[config.mk]
export PLATFORM = sky130hd
export DESIGN_NAME = rs485_idle_gap_framer
export DESIGN_NICKNAME = d
export VERILOG_FILES = /design/src/hw/rtl/rigf_pkg.sv /design/src/hw/rtl/rigf_front.sv /design/src/hw/rtl/rigf_queue.sv /design/src/hw/rtl/rigf_back.sv /design/src/hw/rtl/rs485_idle_gap_framer.sv
export SDC_FILE = /design/constraint.sdc
export NUM_CORES = 1
export LEC_CHECK = 0
export BUFFER_PORTS_ARGS = -buffer_cell sky130_fd_sc_hd__buf_2
export CAP_MARGIN = 25
export CORE_UTILIZATION = 50
export DETAILED_ROUTE_END_ITERATION = 6
export PLACE_DENSITY = 0.67
export SYNTH_ARGS = -nofsm -noshare
export SYNTH_HDL_FRONTEND = slang
export SYNTH_SLANG_ARGS = --single-unit
export TNS_END_PERCENT = 10
[constraint.sdc]
create_clock -name aclk -period 12.45 [get_ports aclk]
set_clock_uncertainty 0.2 [all_clocks]
set_input_delay 1.245 -clock aclk [delete_from_list [all_inputs] [get_ports aclk]]
set_output_delay 1.245 -clock aclk [all_outputs]
set_load 0.005 [all_outputs]
[src/hw/rtl/rigf_pkg.sv]
// rigf_pkg: shared types and constants for the RS485 idle-gap framer.
// Holds the item codes, bus modes, the queue command and the store write port.
// No dependencies.
package rigf_pkg;

    localparam int RX_DEPTH = 64;
    localparam int RX_AW    = $clog2(RX_DEPTH);
    localparam int LEN_W    = 7;
    localparam int TIMER_W  = 17;
    localparam int HOLD_MS  = 1000;

    localparam logic [LEN_W-1:0]   RX_DEPTH_LEN  = LEN_W'(RX_DEPTH);
    localparam logic [TIMER_W-1:0] TIMER_MAX     = {TIMER_W{1'b1}};
    localparam logic [TIMER_W-1:0] HOLD_TIME     = TIMER_W'(HOLD_MS);
    localparam logic [15:0]        TIMEOUT_RESET = 16'd50;
    localparam logic [15:0]        TIMEOUT_MIN   = 16'd100;

    typedef enum logic [1:0] {
        KIND_BYTE  = 2'd0,
        KIND_TICK  = 2'd1,
        KIND_READ  = 2'd2,
        KIND_WRITE = 2'd3
    } kind_t;

    typedef enum logic [1:0] {
        CFG_TIMEOUT = 2'd0,
        CFG_RX_CAP  = 2'd1,
        CFG_TX_CAP  = 2'd2
    } cfg_index_t;

    typedef enum logic [1:0] {
        MODE_IDLE = 2'd0,
        MODE_BUSY = 2'd1,
        MODE_XFER = 2'd2
    } bus_mode_t;

    typedef struct packed {
        logic             en;
        logic [RX_AW-1:0] addr;
        logic [7:0]       data;
    } mem_wr_t;

    typedef struct packed {
        logic             is_read;
        logic [LEN_W-1:0] len;
        logic [15:0]      accepted;
        logic             start;
        logic [15:0]      tcount;
        logic             ovf;
        logic             drive;
        bus_mode_t        link;
        logic             frame_ready;
    } cmd_t;

endpackage

[src/hw/rtl/rigf_front.sv]
// rigf_front: accepts items and config writes, owns all link state and
// turns each item into one queue command. Depends on rigf_pkg.
module rigf_front (
    input  logic             aclk,
    input  logic             aresetn,
    input  logic             s_valid,
    output logic             s_ready,
    input  logic [1:0]       s_kind,
    input  logic [7:0]       s_rx_data,
    input  logic [9:0]       s_elapsed_ms,
    input  logic             s_uart_idle,
    input  logic [15:0]      s_size_limit,
    input  logic [15:0]      s_tx_count,
    input  logic             cfg_valid,
    output logic             cfg_ready,
    input  logic [1:0]       cfg_index,
    input  logic [15:0]      cfg_data,
    output rigf_pkg::cmd_t   cmd,
    output logic             cmd_push,
    input  logic             q_full,
    input  logic             burst_done,
    output rigf_pkg::mem_wr_t mem_wr
);
    import rigf_pkg::*;

    function automatic logic [TIMER_W-1:0] sat_add(input logic [TIMER_W-1:0] t,
                                                   input logic [9:0] d);
        logic [TIMER_W:0] s;
        s = {1'b0, t} + {{(TIMER_W - 9){1'b0}}, d};
        return s[TIMER_W] ? TIMER_MAX : s[TIMER_W-1:0];
    endfunction

    logic [LEN_W-1:0]   wr_idx_reg, wr_idx_next;
    logic [LEN_W-1:0]   frame_len_reg, frame_len_next;
    logic [TIMER_W-1:0] rx_timer_reg, rx_timer_next;
    logic [TIMER_W-1:0] tx_timer_reg, tx_timer_next;
    bus_mode_t          mode_reg, mode_next;
    logic [15:0]        pending_reg, pending_next;
    logic               driver_reg, driver_next;
    logic [15:0]        timeout_reg, timeout_next;
    logic [TIMER_W-1:0] hold_end_reg, hold_end_next;
    logic [LEN_W-1:0]   rx_cap_reg, rx_cap_next;
    logic [15:0]        tx_cap_reg, tx_cap_next;
    logic               read_pend_reg, read_pend_next;

    logic               accept;
    logic [TIMER_W-1:0] timeout_ext;
    logic [TIMER_W-1:0] rx_sum;
    logic [LEN_W-1:0]   rd_len;
    logic [15:0]        acc;
    logic [15:0]        to_val;
    logic [LEN_W-1:0]   cap_val;

    assign s_ready     = !read_pend_reg && !q_full;
    assign cfg_ready   = 1'b1;
    assign accept      = s_valid && s_ready;
    assign cmd_push    = accept;
    assign timeout_ext = {1'b0, timeout_reg};

    always_comb begin
        wr_idx_next    = wr_idx_reg;
        frame_len_next = frame_len_reg;
        rx_timer_next  = rx_timer_reg;
        tx_timer_next  = tx_timer_reg;
        mode_next      = mode_reg;
        pending_next   = pending_reg;
        driver_next    = driver_reg;
        timeout_next   = timeout_reg;
        hold_end_next  = hold_end_reg;
        rx_cap_next    = rx_cap_reg;
        tx_cap_next    = tx_cap_reg;
        read_pend_next = read_pend_reg && !burst_done;
        rx_sum         = '0;
        rd_len         = '0;
        acc            = '0;
        to_val         = '0;
        cap_val        = '0;
        mem_wr         = '0;
        cmd            = '0;

        if (accept) begin
            unique case (kind_t'(s_kind))
                KIND_BYTE: begin
                    if (rx_cap_reg != '0) begin
                        if (wr_idx_reg >= rx_cap_reg) begin
                            cmd.ovf = 1'b1;
                        end else begin
                            mem_wr.en     = 1'b1;
                            mem_wr.addr   = wr_idx_reg[RX_AW-1:0];
                            mem_wr.data   = s_rx_data;
                            wr_idx_next   = wr_idx_reg + 1'b1;
                            rx_timer_next = '0;
                        end
                    end
                end
                KIND_TICK: begin
                    // receive side: idle gap, then latch, then hold
                    if (rx_timer_reg < timeout_ext) begin
                        rx_timer_next = sat_add(rx_timer_reg, s_elapsed_ms);
                    end else if (wr_idx_reg != '0) begin
                        if (frame_len_reg == '0) begin
                            frame_len_next = wr_idx_reg;
                        end else if (rx_timer_reg < hold_end_reg) begin
                            rx_sum        = sat_add(rx_timer_reg, s_elapsed_ms);
                            rx_timer_next = rx_sum;
                            if (rx_sum >= hold_end_reg) begin
                                wr_idx_next = '0;
                            end
                        end
                    end
                    // transmit side: turnaround, then start or release
                    if (tx_timer_reg < timeout_ext) begin
                        tx_timer_next = sat_add(tx_timer_reg, s_elapsed_ms);
                    end else if (s_uart_idle) begin
                        if (mode_reg == MODE_XFER) begin
                            driver_next  = 1'b0;
                            mode_next    = MODE_IDLE;
                            pending_next = '0;
                        end else if (pending_reg != '0) begin
                            driver_next = 1'b1;
                            mode_next   = MODE_XFER;
                            cmd.start   = 1'b1;
                            cmd.tcount  = pending_reg;
                        end
                    end
                end
                KIND_READ: begin
                    if (rx_cap_reg != '0 && frame_len_reg != '0) begin
                        if (s_size_limit < {{(16 - LEN_W){1'b0}}, frame_len_reg}) begin
                            rd_len = s_size_limit[LEN_W-1:0];
                        end else begin
                            rd_len = frame_len_reg;
                        end
                        wr_idx_next    = '0;
                        frame_len_next = '0;
                    end
                    cmd.is_read = rd_len != '0;
                    cmd.len     = rd_len;
                    if (rd_len != '0) begin
                        read_pend_next = 1'b1;
                    end
                end
                KIND_WRITE: begin
                    if (tx_cap_reg != '0 && mode_reg == MODE_IDLE) begin
                        acc           = (s_tx_count > tx_cap_reg) ? tx_cap_reg : s_tx_count;
                        mode_next     = MODE_BUSY;
                        pending_next  = acc;
                        tx_timer_next = '0;
                    end
                    cmd.accepted = acc;
                end
            endcase
        end

        cmd.drive       = driver_next;
        cmd.link        = mode_next;
        cmd.frame_ready = frame_len_next != '0;

        if (cfg_valid && cfg_ready) begin
            unique case (cfg_index_t'(cfg_index))
                CFG_TIMEOUT: begin
                    to_val        = (cfg_data < TIMEOUT_MIN) ? TIMEOUT_MIN : cfg_data;
                    timeout_next  = to_val;
                    hold_end_next = {1'b0, to_val} + HOLD_TIME;
                end
                CFG_RX_CAP: begin
                    cap_val        = cfg_data[LEN_W-1:0];
                    rx_cap_next    = (cap_val > RX_DEPTH_LEN) ? RX_DEPTH_LEN : cap_val;
                    wr_idx_next    = '0;
                    frame_len_next = '0;
                    rx_timer_next  = '0;
                end
                CFG_TX_CAP: begin
                    tx_cap_next   = cfg_data;
                    mode_next     = MODE_IDLE;
                    pending_next  = '0;
                    tx_timer_next = '0;
                end
                default: begin
                end
            endcase
        end
    end

    always_ff @(posedge aclk) begin
        if (!aresetn) begin
            wr_idx_reg    <= '0;
            frame_len_reg <= '0;
            rx_timer_reg  <= '0;
            tx_timer_reg  <= '0;
            mode_reg      <= MODE_IDLE;
            pending_reg   <= '0;
            driver_reg    <= 1'b0;
            timeout_reg   <= TIMEOUT_RESET;
            hold_end_reg  <= {1'b0, TIMEOUT_RESET} + HOLD_TIME;
            rx_cap_reg    <= '0;
            tx_cap_reg    <= '0;
            read_pend_reg <= 1'b0;
        end else begin
            wr_idx_reg    <= wr_idx_next;
            frame_len_reg <= frame_len_next;
            rx_timer_reg  <= rx_timer_next;
            tx_timer_reg  <= tx_timer_next;
            mode_reg      <= mode_next;
            pending_reg   <= pending_next;
            driver_reg    <= driver_next;
            timeout_reg   <= timeout_next;
            hold_end_reg  <= hold_end_next;
            rx_cap_reg    <= rx_cap_next;
            tx_cap_reg    <= tx_cap_next;
            read_pend_reg <= read_pend_next;
        end
    end

    // the store must stay frozen while the back end streams a frame
    a_no_write_during_read: assert property (@(posedge aclk) disable iff (!aresetn)
        read_pend_reg |-> !mem_wr.en)
        else $error("store written while a frame read is in flight");

endmodule

[src/hw/rtl/rigf_queue.sv]
// rigf_queue: two-entry command queue between the front and back ends.
// Depends on rigf_pkg.
module rigf_queue (
    input  logic           aclk,
    input  logic           aresetn,
    input  logic           push,
    input  rigf_pkg::cmd_t push_cmd,
    output logic           full,
    input  logic           pop,
    output rigf_pkg::cmd_t head_cmd,
    output logic           empty
);
    import rigf_pkg::*;

    localparam int Q_DEPTH = 2;
    localparam int QP_W    = $clog2(Q_DEPTH);
    localparam int QC_W    = $clog2(Q_DEPTH + 1);

    cmd_t            slot_mem [Q_DEPTH];
    logic [QP_W-1:0] wr_ptr_reg, wr_ptr_next;
    logic [QP_W-1:0] rd_ptr_reg, rd_ptr_next;
    logic [QC_W-1:0] cnt_reg, cnt_next;

    assign full     = cnt_reg == QC_W'(Q_DEPTH);
    assign empty    = cnt_reg == '0;
    assign head_cmd = slot_mem[rd_ptr_reg];

    always_comb begin
        wr_ptr_next = wr_ptr_reg;
        rd_ptr_next = rd_ptr_reg;
        cnt_next    = cnt_reg;
        if (push) begin
            wr_ptr_next = (wr_ptr_reg == QP_W'(Q_DEPTH - 1)) ? '0 : wr_ptr_reg + 1'b1;
        end
        if (pop) begin
            rd_ptr_next = (rd_ptr_reg == QP_W'(Q_DEPTH - 1)) ? '0 : rd_ptr_reg + 1'b1;
        end
        if (push && !pop) begin
            cnt_next = cnt_reg + 1'b1;
        end else if (pop && !push) begin
            cnt_next = cnt_reg - 1'b1;
        end
    end

    always_ff @(posedge aclk) begin
        if (push) begin
            slot_mem[wr_ptr_reg] <= push_cmd;
        end
    end

    always_ff @(posedge aclk) begin
        if (!aresetn) begin
            wr_ptr_reg <= '0;
            rd_ptr_reg <= '0;
            cnt_reg    <= '0;
        end else begin
            wr_ptr_reg <= wr_ptr_next;
            rd_ptr_reg <= rd_ptr_next;
            cnt_reg    <= cnt_next;
        end
    end

    a_no_push_full: assert property (@(posedge aclk) disable iff (!aresetn)
        full |-> !push)
        else $error("command pushed into a full queue");

    a_no_pop_empty: assert property (@(posedge aclk) disable iff (!aresetn)
        empty |-> !pop)
        else $error("command popped from an empty queue");

endmodule

[src/hw/rtl/rigf_back.sv]
// rigf_back: holds the receive store and the result register; plays out
// queue commands, streaming read bursts from the store. Depends on rigf_pkg.
module rigf_back (
    input  logic              aclk,
    input  logic              aresetn,
    input  rigf_pkg::cmd_t    q_cmd,
    input  logic              q_empty,
    output logic              q_pop,
    input  rigf_pkg::mem_wr_t mem_wr,
    output logic              burst_done,
    output logic              m_valid,
    input  logic              m_ready,
    output logic [7:0]        m_data_byte,
    output logic              m_byte_valid,
    output logic [6:0]        m_read_length,
    output logic              m_last,
    output logic [15:0]       m_accepted_count,
    output logic              m_start_transfer,
    output logic [15:0]       m_transfer_count,
    output logic              m_drive_enable,
    output logic [1:0]        m_link_state,
    output logic              m_frame_ready,
    output logic              m_overflow
);
    import rigf_pkg::*;

    logic [7:0]       store_mem [RX_DEPTH];
    logic [7:0]       rd_q;

    logic             out_valid_reg, out_valid_next;
    logic             byte_valid_reg, byte_valid_next;
    logic             last_reg, last_next;
    logic [LEN_W-1:0] len_reg, len_next;
    logic [15:0]      accepted_reg, accepted_next;
    logic             start_reg, start_next;
    logic [15:0]      tcount_reg, tcount_next;
    logic             ovf_reg, ovf_next;
    logic             drive_reg, drive_next;
    bus_mode_t        link_reg, link_next;
    logic             frame_ready_reg, frame_ready_next;
    logic [RX_AW-1:0] idx_reg, idx_next;

    logic             out_free;
    logic             burst_cont;
    logic [RX_AW-1:0] idx_inc;

    assign out_free   = !out_valid_reg || m_ready;
    assign burst_cont = out_valid_reg && byte_valid_reg && !last_reg;
    assign burst_done = out_valid_reg && m_ready && byte_valid_reg && last_reg;
    assign idx_inc    = idx_reg + 1'b1;

    always_comb begin
        out_valid_next   = out_valid_reg;
        byte_valid_next  = byte_valid_reg;
        last_next        = last_reg;
        len_next         = len_reg;
        accepted_next    = accepted_reg;
        start_next       = start_reg;
        tcount_next      = tcount_reg;
        ovf_next         = ovf_reg;
        drive_next       = drive_reg;
        link_next        = link_reg;
        frame_ready_next = frame_ready_reg;
        idx_next         = idx_reg;
        q_pop            = 1'b0;

        if (out_free) begin
            priority if (burst_cont) begin
                // advance to the next frame byte
                idx_next  = idx_inc;
                last_next = (LEN_W'(idx_inc) + 1'b1) == len_reg;
            end else if (!q_empty) begin
                q_pop            = 1'b1;
                out_valid_next   = 1'b1;
                byte_valid_next  = q_cmd.is_read;
                last_next        = q_cmd.is_read ? (q_cmd.len == LEN_W'(1)) : 1'b1;
                len_next         = q_cmd.len;
                accepted_next    = q_cmd.accepted;
                start_next       = q_cmd.start;
                tcount_next      = q_cmd.tcount;
                ovf_next         = q_cmd.ovf;
                drive_next       = q_cmd.drive;
                link_next        = q_cmd.link;
                frame_ready_next = q_cmd.frame_ready;
                idx_next         = '0;
            end else begin
                out_valid_next = 1'b0;
            end
        end
    end

    // store: one write port from the front end, registered read at the next index
    always_ff @(posedge aclk) begin
        if (mem_wr.en) begin
            store_mem[mem_wr.addr] <= mem_wr.data;
        end
        rd_q <= store_mem[idx_next];
    end

    always_ff @(posedge aclk) begin
        if (!aresetn) begin
            out_valid_reg <= 1'b0;
            idx_reg       <= '0;
        end else begin
            out_valid_reg <= out_valid_next;
            idx_reg       <= idx_next;
        end
        byte_valid_reg  <= byte_valid_next;
        last_reg        <= last_next;
        len_reg         <= len_next;
        accepted_reg    <= accepted_next;
        start_reg       <= start_next;
        tcount_reg      <= tcount_next;
        ovf_reg         <= ovf_next;
        drive_reg       <= drive_next;
        link_reg        <= link_next;
        frame_ready_reg <= frame_ready_next;
    end

    assign m_valid          = out_valid_reg;
    assign m_data_byte      = byte_valid_reg ? rd_q : 8'd0;
    assign m_byte_valid     = byte_valid_reg;
    assign m_read_length    = len_reg;
    assign m_last           = last_reg;
    assign m_accepted_count = accepted_reg;
    assign m_start_transfer = start_reg;
    assign m_transfer_count = tcount_reg;
    assign m_drive_enable   = drive_reg;
    assign m_link_state     = link_reg;
    assign m_frame_ready    = frame_ready_reg;
    assign m_overflow       = ovf_reg;

    a_burst_advance: assert property (@(posedge aclk) disable iff (!aresetn)
        (out_valid_reg && byte_valid_reg && !last_reg && m_ready)
        |=> (out_valid_reg && byte_valid_reg && idx_reg == $past(idx_reg) + 1'b1))
        else $error("read burst did not advance by one byte");

endmodule

[src/hw/rtl/rs485_idle_gap_framer.sv]
// rs485_idle_gap_framer: top level of the RS485 idle-gap framer and link manager.
// Throughput: one item per clock for bytes, ticks and writes while the queue has
// room; a read of n bytes gives n result beats, one per clock while m_ready is
// high, and holds s_ready low until its last beat is taken.
// Reset (aresetn low, synchronous): clears all link state and config to defaults;
// the 64-byte receive store is not cleared and holds garbage until written.
module rs485_idle_gap_framer (
    input  logic        aclk,
    input  logic        aresetn,
    // item channel
    input  logic        s_valid,
    output logic        s_ready,
    input  logic [1:0]  s_kind,
    input  logic [7:0]  s_rx_data,
    input  logic [9:0]  s_elapsed_ms,
    input  logic        s_uart_idle,
    input  logic [15:0] s_size_limit,
    input  logic [15:0] s_tx_count,
    // config write channel, always ready
    input  logic        cfg_valid,
    output logic        cfg_ready,
    input  logic [1:0]  cfg_index,
    input  logic [15:0] cfg_data,
    // result channel
    output logic        m_valid,
    input  logic        m_ready,
    output logic [7:0]  m_data_byte,
    output logic        m_byte_valid,
    output logic [6:0]  m_read_length,
    output logic        m_last,
    output logic [15:0] m_accepted_count,
    output logic        m_start_transfer,
    output logic [15:0] m_transfer_count,
    output logic        m_drive_enable,
    output logic [1:0]  m_link_state,
    output logic        m_frame_ready,
    output logic        m_overflow
);
    import rigf_pkg::*;

    // Front end: takes every item beat, updates timers, frame and bus state,
    // writes received bytes into the store and pushes one command per item.
    cmd_t    push_cmd;
    logic    cmd_push;
    logic    q_full;
    logic    burst_done;
    mem_wr_t mem_wr;

    // Queue output toward the back end.
    cmd_t    head_cmd;
    logic    q_empty;
    logic    q_pop;

    rigf_front u_front (
        .aclk         (aclk),
        .aresetn      (aresetn),
        .s_valid      (s_valid),
        .s_ready      (s_ready),
        .s_kind       (s_kind),
        .s_rx_data    (s_rx_data),
        .s_elapsed_ms (s_elapsed_ms),
        .s_uart_idle  (s_uart_idle),
        .s_size_limit (s_size_limit),
        .s_tx_count   (s_tx_count),
        .cfg_valid    (cfg_valid),
        .cfg_ready    (cfg_ready),
        .cfg_index    (cfg_index),
        .cfg_data     (cfg_data),
        .cmd          (push_cmd),
        .cmd_push     (cmd_push),
        .q_full       (q_full),
        .burst_done   (burst_done),
        .mem_wr       (mem_wr)
    );

    // Decouple: lets the front take the next beat while a result waits on m_ready.
    rigf_queue u_queue (
        .aclk     (aclk),
        .aresetn  (aresetn),
        .push     (cmd_push),
        .push_cmd (push_cmd),
        .full     (q_full),
        .pop      (q_pop),
        .head_cmd (head_cmd),
        .empty    (q_empty)
    );

    // Back end: drives the result register; a read command streams its bytes
    // out of the store and reports the last beat so the front can resume.
    rigf_back u_back (
        .aclk             (aclk),
        .aresetn          (aresetn),
        .q_cmd            (head_cmd),
        .q_empty          (q_empty),
        .q_pop            (q_pop),
        .mem_wr           (mem_wr),
        .burst_done       (burst_done),
        .m_valid          (m_valid),
        .m_ready          (m_ready),
        .m_data_byte      (m_data_byte),
        .m_byte_valid     (m_byte_valid),
        .m_read_length    (m_read_length),
        .m_last           (m_last),
        .m_accepted_count (m_accepted_count),
        .m_start_transfer (m_start_transfer),
        .m_transfer_count (m_transfer_count),
        .m_drive_enable   (m_drive_enable),
        .m_link_state     (m_link_state),
        .m_frame_ready    (m_frame_ready),
        .m_overflow       (m_overflow)
    );

endmodule

-- Yosys cells after proc, flatten, opt, wreduce, memory -nomap -nowiden
Memory sizes are Yosys's and may differ from the RTL's. A register that Yosys moved wholly into a read port is not among the register bits.
Cells that the tools add are included.
- input port bits: 76
- output and inout bits: 58
- bits in writable memories: 604
- memories kept: 2
- register bits after elaboration: 182
- eq/ne operators: 10
- $lt $le $gt $ge: 9
- add/subtract/negate cells: 10
- multiplexer cells: 107
- bitwise gates (word level): 2
- reductions and logical operators: 39
- memory list (name ; depth ; width ; rd ports ; clocked after Yosys merged registers in ; write ports ; line ; RTL):
    u_back.store_mem ; 64 ; 8 ; 1 ; 1 ; 1 ; rigf_back.sv:27 ; logic [7:0] store_mem [RX_DEPTH];
    u_queue.slot_mem ; 2 ; 46 ; 1 ; 1 ; 1 ; rigf_queue.sv:19 ; cmd_t slot_mem [Q_DEPTH];
- operators with widths (kind ; count):
    two-way mux 17 bit ; 21
    two-way mux 16 bit ; 11
    two-way mux 7 bit ; 23
    one-hot mux 17 bit (2 select lines) ; 2
    two-way mux 15 bit ; 4
    two-way mux 42 bit ; 1
    adder 17 x 10 -> 18 bit ; 2
    nonzero test 7 bit ; 5
    < comparator 17 x 16 -> 1 bit ; 2
    one-hot mux 16 bit (2 select lines) ; 1
    nonzero test 16 bit ; 2
    two-way mux 1 bit ; 26
    one-hot mux 7 bit (3 select lines) ; 1
    two-way mux 2 bit ; 10
    two-way mux 6 bit ; 3
    adder 16 x 10 -> 17 bit (second input constant) ; 1
    greater-or-equal comparator 17 bit ; 1
    < comparator 17 bit ; 1
    greater-than comparator 16 bit ; 1
    < comparator 16 x 7 -> 1 bit ; 1
    < comparator 16 x 7 -> 1 bit (second input constant) ; 1
    two-way mux 8 bit ; 2
    one-hot mux 7 bit (2 select lines) ; 1
    logical AND 1 bit ; 12
    22 further kinds ; 42

-- Logic depth before layout (Yosys ltp)
Gate-level depths: netlist of run 1.
- word-level depth: 12
- gate-level depth with buffers: 19
- depth with buffers taken out: 19

-- Cells and area by module
Synthesis of run 1 repeated with hierarchy kept, for this count alone.
- cells, all modules: 2836
- area total of the unflattened synthesis: 35446.5 um^2
- by module, submodules not included (module ; area each (um^2) ; cells each ; times used ; seq. area each (um^2)):
    rigf_back ; 22738.1 ; 1546 ; 1 ; 17086.4
    rigf_front ; 9158.8 ; 1125 ; 1 ; 2422.3
    rigf_queue ; 3549.7 ; 165 ; 1 ; 2862.7

-- Least setup slack after synthesis of run 1
Ideal clock, no wire load.
- kind: input to register
- start point: input m_ready
- end point: register u_queue.cnt_reg[1]
- stages: 6
- library setup time: 0.070 ns
- data required time: 12.180 ns
- arrival: 5.616 ns
- buffers on the path: 0
- path slack: 6.563 ns
- cell sequence: nor2b_1 > nor3_1 > inv_1 > ha_1 > or3_1 > a21oi_1
- word-level cells in the longest chain between the ends: 5
- ends and longest elaborated chain (what ; line ; RTL):
    from (decl) ; rs485_idle_gap_framer.sv:26 ; input logic m_ready,
    logical OR 1 bit (*) ; rigf_back.sv:47 ; assign out_free = !out_valid_reg || m_ready;
    two-way mux 1 bit (*) ; rigf_back.sv:67 ; if (out_free) begin
    net q_pop ; rs485_idle_gap_framer.sv:52 ; logic q_pop;
    logical NOT 1 bit ; rigf_queue.sv:38 ; if (push && !pop) begin
    logical AND 1 bit ; rigf_queue.sv:38 ;
    two-way mux 2 bit / nonzero test 2 bit (equally long branches) ; n/a ;
    to (signal assigned) ; rigf_queue.sv:59 ; cnt_reg <= cnt_next;
    to (decl) ; rigf_queue.sv:22 ; logic [QC_W-1:0] cnt_reg, cnt_next;
The timed path passes the listed nets; every way through them passes the cells marked *.
A chain may end at the register's enable or synchronous reset.

-- Final worst setup path of run 1
- start point: input s_elapsed_ms[0]
- end point: register u_front.wr_idx_reg[2]
- word-level cells in the longest chain between the ends: 12
- ends and longest elaborated chain (what ; line ; RTL):
    from (decl) ; rs485_idle_gap_framer.sv:15 ; input logic [9:0] s_elapsed_ms,
    adder 17 x 10 -> 18 bit (*) ; rigf_front.sv:29 ; s = {1'b0, t} + {{(TIMER_W - 9){1'b0}}, d};
    two-way mux 17 bit (*) ; rigf_front.sv:30 ; return s[TIMER_W] ? TIMER_MAX : s[TIMER_W-1:0];
    greater-or-equal comparator 17 bit (*) ; rigf_front.sv:106 ; if (rx_sum >= hold_end_reg) begin
    two-way mux 7 bit (*) ; rigf_front.sv:106 ;
    two-way mux 7 bit (*) ; rigf_front.sv:103 ; end else if (rx_timer_reg < hold_end_reg) begin
    two-way mux 7 bit (*) ; rigf_front.sv:101 ; if (frame_len_reg == '0) begin
    two-way mux 7 bit (*) ; rigf_front.sv:100 ; end else if (wr_idx_reg != '0) begin
    two-way mux 7 bit (*) ; rigf_front.sv:98 ; if (rx_timer_reg < timeout_ext) begin
    one-hot mux 7 bit (3 select lines) (*) ; rigf_front.sv:82 ; unique case (kind_t'(s_kind))
    two-way mux 7 bit (*) ; rigf_front.sv:81 ; if (accept) begin
    two-way mux 7 bit ; rigf_front.sv:160 ; unique case (cfg_index_t'(cfg_index))
    two-way mux 7 bit (*) ; rigf_front.sv:159 ; if (cfg_valid && cfg_ready) begin
    to (signal assigned) ; rigf_front.sv:200 ; wr_idx_reg <= wr_idx_next;
    to (decl) ; rigf_front.sv:33 ; logic [LEN_W-1:0] wr_idx_reg, wr_idx_next;
Mark *: on every way between the ends. The rest lies on a longest branch, timed or not.

==> run summary, run 1 <==
Floorplan die width = 267.1 um
DRT Pass-1 Iters = 5
Total die area = 0.07133 sq mm
Worst slew pin tran = 1.097 ns
CTS Hold Bufs = 0
Layout cell share with drive strength beyond 1 = 12.45%
Outcome = complete, no violations
Seq/Total Area, Yosys = 63.68%
Worst Setup End Kind = register
Critical path origin = s_elapsed_ms[0]
GR Layer Usage met1 = 35.36%
Synthesis-to-finish area growth = 11.96%
RSZ-0062 raised after global routing = no
Pleak = 14.76 nW
Synth Cell Area = 0.03513 sq mm
Global-route wire length before repair = 137.1 mm
Initial Util = 50.87%
Max reg flops = 512
Arr. time, crit path = 5.40 ns
# resized after CTS = 0
Hold Startpoint = u_front.timeout_reg[12]
Vias in the first global route = 22,800
GRT busiest layer = met2
Count of final max-slew check failures = 0
CP Cell Sequence = buf_2, ha_1, inv_1, fa_1, nor2b_1, o21ai_0, nand2b_1, a31oi_1, o21a_1, nor3_1, nand2_1, mux2_2, ha_1, a211oi_1, nand2_1, a21oi_1, nor4_1, and4b_1, nor3_1
Post-synthesis cell count = 2,841
Ys async rst share = 0%
Cell depth of the worst flop-to-flop path = 11
Net count after synthesis = 3,041
Area of the core = 0.06907 sq mm
# clock sinks = 792
Number of CTS-inserted buffers = 80
Nets = 3,155
Setup CP Type = in2reg
CTS max path bufs = 3
Largest net degree at the start of global routing = 77
Max Clk Rate = 0.1949 GHz
Clk_lat worst skew = 0.62 ns
Final setup viols = 0
Vias per inst = 5.960
Synth Warn # = 0
Met2 usage = 39.79%
Post-synth EDFFs = 651
Crit path largest cell delay = 0.60 ns
ANT nets after route = 0
CTS tree = done
VDD IR max = 97.47 uV
Ys flop type = edfxtp_1
Final TNS setup = 0 ns
Launch point of the worst reg-to-reg path = u_back.m_byte_valid
Hold Path Class = reg2reg
Clock Tree Root = clkbuf_16
Post-route clock period utilization = 41.22%
Most flops, register = u_back.store_mem
Syn avg cell area = 12.37 sq um
H-tree levels = 3
GR Layer Usage met3 = 4.496%
Critical path's slowest cell = nor4_1
Synth cell types = 92
Biggest regs = u_back.store_mem: 512 flops, u_queue.slot_mem: 92 flops
Hold Path Depth = 2
Synthesized flop and latch total = 792
IO Pins = 134
WL per Instance = 22.92 um
HPWL Detailed = 60.02 mm
Postcts setup bufs = 0
Pwr Total = 6.273 mW
Minimum clock period after layout = 5.132 ns
Initial antenna violation count = 5
Fillers = 5,483
Num rows = 96
PD cells = 159.5 mW/mm^2
Worst path required time = 12.72 ns
Remaining Overflow, GRT = 0
Gpl congestion = 0.8894
Initial DRC Count = 2,389
Via count of the routed design = 23,570
Die H = 267.1 um
Final hold violations = 0
Max FO, Critical Path = 6
CP Launch Type = input pin
MaxCap Viol Count = 0
Total routed wirelength = 90.61 mm
Port buffer count = 132
Slew margin rel. = 26.13%
Residual DRC = 0
GRT Util Overall = 25.38%
CTS clk-pin slew, worst paths = 0.06 ns
cells by family (layout without fill, tap and decap cells):
kind of cell,after synthesis,in the layout,share of synthesized area [%]
AO/OA/AOI/OAI,570,570,10.99
XOR/XNOR,42,42,1.047
adder cells (fa/ha/maj),124,124,4.459
buffers and inverters,228,406,2.782
flip-flops,792,792,63.68
multiplexers,161,161,4.762
other,1,5,0.01067
AND/OR/NAND/NOR,923,923,12.27
critical path: cells and delay by family:
| family | cells | cell delay (ns) |
|---|---|---|
| mux | 1 | 0.31 |
| compound gates | 5 | 0.70 |
| fa+ha+maj | 3 | 0.91 |
| simple gates | 8 | 2.03 |
| buf+inv | 2 | 0.19 |
report_power, final:
part	internal (mW)	switching [mW]	total, mW
registers	3.03	0.0805	3.11
logic	0.294	0.478	0.772
clock network	1.39	0.998	2.39
total	4.72	1.56	6.27
cells in the mapped netlist, drive strengths merged, types with 49 or more instances:
cell type  number  area share, %
clkbuf         83           0.90
mux2i         112            3.2
buf            54           0.91
mux2           49            1.6
edfxtp        651             56
inv            91           0.97
o21ai         104            1.5
ha            122            4.3
nor2          213            2.3
and3           60            1.1
nand2         381            4.1
a21oi         100            1.4
nand3          71            1.0
a31oi          54           0.96
a211oi         66            1.4
dfxtp         141            8.0
final cells by class:
cell class / instances / area [sq um] / area share (%)
clock buffers: 105 / 2156 / 5.481
clock inverters: 41 / 451.7 / 1.148
inverters: 91 / 341.6 / 0.8684
repair buffers: 169 / 1011 / 2.570
well taps: 931 / 1165 / 2.961
multi-input cells: 1821 / 11830 / 30.07
flip-flops and latches: 792 / 22370 / 56.88
diodes: 4 / 10.01 / 0.02545
placed cells by master, fill, tap and decap left out, drive strengths merged, types with 8 or more instances in the layout:
cell type    n
clkinv      25
a21o        30
edfxtp     651
xor2        16
o32ai       11
nor3        23
xnor2       26
o21a        10
and3        60
mux2        49
and2        46
o22ai       36
or3         10
clkbuf     105
bufinv       8
nor2b       23
a31oi       54
a22oi       34
dfxtp      141
a221o        8
nand3       71
a32oi       44
nand2b      15
nor4        22
nor2       213
a22o        17
o211ai      13
a211oi      66
buf        169
inv         96
a21oi      100
ha         122
o21ai      104
nand2      381
mux2i      112
nand4       18
metrics by stage:
| stage | instance area, sq um | util (%) | cells | setup slack (ns) | hold WS (ns) |
|---|---|---|---|---|---|
| 2_1_floorplan | 35130 | - | 2841 | 6.563 | 0.2319 |
| 3_3_place_gp | 36600 | 52.99 | 3798 | 6.366 | 0.2500 |
| 3_5_place_dp | 36660 | 53.08 | 3801 | 6.785 | 0.2508 |
| 4_1_cts | 39270 | 56.86 | 3947 | 6.990 | 0.2599 |
| 5_1_grt | 39330 | 56.95 | 3953 | 7.027 | 0.2851 |
| 6_report | 39330 | 56.95 | 3954 | 7.318 | 0.2625 |
final timing paths:
check	to	slack, ns
worst max-delay path	u_front.wr_idx_reg[2]	7.32
worst min-delay path	u_front.timeout_reg[12]	0.26
worst max register to register	u_back.rd_q[7]	7.40
worst min register to register	u_front.timeout_reg[12]	0.26
per-layer routing:
metal  up-vias  share of wire (%)
li1      10890                  -
met1     11540                 43
met2       959                 46
met3       180                7.6
met4         0                3.3
met5         -                  0
(Power assumes the default switching activity.)
==> run 2: changes to the inputs <==
==> constraint.sdc (replaced) <==
create_clock -name aclk -period 4.75 [get_ports aclk]
set_clock_uncertainty 0.2 [all_clocks]
set_input_delay 0.475 -clock aclk [delete_from_list [all_inputs] [get_ports aclk]]
set_output_delay 0.475 -clock aclk [all_outputs]
set_load 0.005 [all_outputs]
==> run summary, run 2 (synthesized netlist as in run 1, its figures left out) <==
Switching pwr = 4.106 mW
Post-route clock period utilization = 90.48%
Area of the core = 0.06907 sq mm
Worst Setup End Kind = register
Synthesis-to-finish area growth = 13.31%
CTS max path bufs = 3
Outcome = complete, no violations
Clock Tree Root = clkbuf_16
CP Launch Type = register
Largest net degree at the start of global routing = 65
Max reg flops = 512
Max FO, Critical Path = 6
Seq pwr share = 49.1%
Commonest non-fill, non-tap cell in the layout = edfxtp_1
Count of final max-slew check failures = 0
Layout cell share with drive strength beyond 1 = 13.23%
PD cells = 417.0 mW/mm^2
Power Internal = 12.49 mW
ANT nets after route = 0
Post-Layout Inst Area = 0.03981 sq mm
Vias in the first global route = 23,320
Worst path required time = 5.07 ns
CTS tree = done
MaxCap Viol Count = 0
# clock sinks = 792
Most flops, register = u_back.store_mem
Final worst slack = 0.4524 ns
Clk_lat worst skew = 0.63 ns
Comb power frac = 12.3%
HPWL Detailed = 61.15 mm
Total die area = 0.07133 sq mm
Vias per inst = 5.966
Setup CP Type = reg2reg
Hold Path Class = in2reg
Max Clk Rate = 0.2327 GHz
Worst slew pin tran = 1.025 ns
Via count of the routed design = 23,880
Floorplan die width = 267.1 um
Critical path's slowest cell = fa_1
Total routed wirelength = 91.26 mm
Global-route wire length before repair = 138.6 mm
Final TNS setup = 0 ns
Final hold violations = 0
Die H = 267.1 um
Most frequent cells in the layout = 651 x edfxtp_1, 380 x nand2_1, 210 x nor2_1, 140 x dfxtp_1, 132 x buf_2
Residual DRC = 0
Initial DRC Count = 2,422
Hold_ws = 0.03344 ns
Nets = 3,204
WL per Instance = 22.80 um
RSZ-0062 raised after global routing = no
Fillers = 5,555
Remaining Overflow, GRT = 0
Num rows = 96
IO Pins = 134
CP Cell Sequence = ha_1, inv_1, fa_1, nor2b_1, o21ai_0, nand2b_1, a31oi_1, o21a_1, nor3_1, buf_4, nand2_1, mux2_2, ha_1, a211oi_1, nand2_1, a21oi_1, nor4_1, buf_4, a211o_1, a21oi_1
Final setup viols = 0
Pleak = 15.01 nW
Clock Power Share = 38.6%
Initial antenna violation count = 5
DRT Pass-1 Iters = 5
Postcts setup bufs = 0
Crit path largest cell delay = 0.41 ns
Minimum clock period after layout = 4.298 ns
Slew margin rel. = 31.67%
Place WS = 0.1773 ns
Sequential Area = 0.02237 sq mm
Area of the multi-input gates = 0.01184 sq mm
Gpl congestion = 0.8872
GRT Util Overall = 25.59%
H-tree levels = 3
Core Util, Final = 57.64%
Number of CTS-inserted buffers = 83
CTS clk-pin slew, worst paths = 0.06 ns
Sw Ratio = 24.73%
Arr. time, crit path = 4.62 ns
Initial Util = 50.87%
Port buffer count = 132
Biggest regs = u_back.store_mem: 512 flops, u_queue.slot_mem: 92 flops
VDD IR max = 282.6 uV
Placed cell area = 0.03693 sq mm
run 2: cell count changes in the layout (fill, tap and decap cells not counted), moves of 3 or more:
cell,delta
buf_12,+4
buf_16,-3
buf_4,+28
clkbuf_16,+5
clkbuf_8,-4
clkinv_2,-4
dlygate4sd3_1,+17
run 2: per-layer routing:
metal	up-vias	GRT usage (%)	wire length [um]
met1	11760	37.02	40410
met2	953	39.86	42060
li1	11020	-	-
met5	-	0	13
met3	145	3.310	6243
met4	2	8.745	2527
run 2: power by group through the flow:
stage               sequential [mW]  clock (mW)  combinational (mW)
floorplan                      8.24           0                1.28
global placement               8.29           0                1.98
detailed placement             8.30           0                2.03
CTS                            8.16        6.49                2.05
global route                   8.19        6.73                2.22
finish                         8.15        6.41                2.04
run 2: repair_timing:
action	in CTS	in global routing
hold buffers	17	0
hold endpoints to repair	30	0
gates resized for setup	0	2
setup endpoints to repair	0	6
run 2: worst paths after layout:
kind | start | to | slack [ns] | depth (start not counted)
worst min-delay path | aresetn | u_front.hold_end_reg[3] | 0.03 | 2
worst min register to register | u_front.timeout_reg[9] | u_front.timeout_reg[9] | 0.26 | 2
worst max-delay path | u_front.rx_timer_reg[0] | u_front.wr_idx_reg[5] | 0.45 | 20
worst max register to register | u_front.rx_timer_reg[0] | u_front.wr_idx_reg[5] | 0.45 | 20
run 2: cell type report:
cell class	count	area share, %
Sequential cell	792	56.20
Inverter	91	0.8581
Clock buffer	108	5.611
Tap cell	931	2.926
Antenna cell	3	0.01886
Clock inverter	41	1.144
Timing Repair Buffer	215	3.489
Multi-Input combinational cell	1821	29.75
run 2: metrics by stage:
step / std cells / power (mW)
3_3_place_gp: 3832 / 10.28
5_1_grt: 4002 / 17.14
6_report: 4002 / 16.60
4_1_cts: 3999 / 16.70
2_1_floorplan: 2841 / 9.521
3_5_place_dp: 3833 / 10.33
run 2: critical path: cells and delay by family, from the launching register on:
family                   cells  cell delay, ns
buffers and inverters        3            0.42
AND/OR/NAND/NOR              6            0.65
adder cells (fa/ha/maj)      3            0.91
flip-flops                   1            0.38
AO/OA/AOI/OAI                7            1.35
multiplexers                 1            0.28
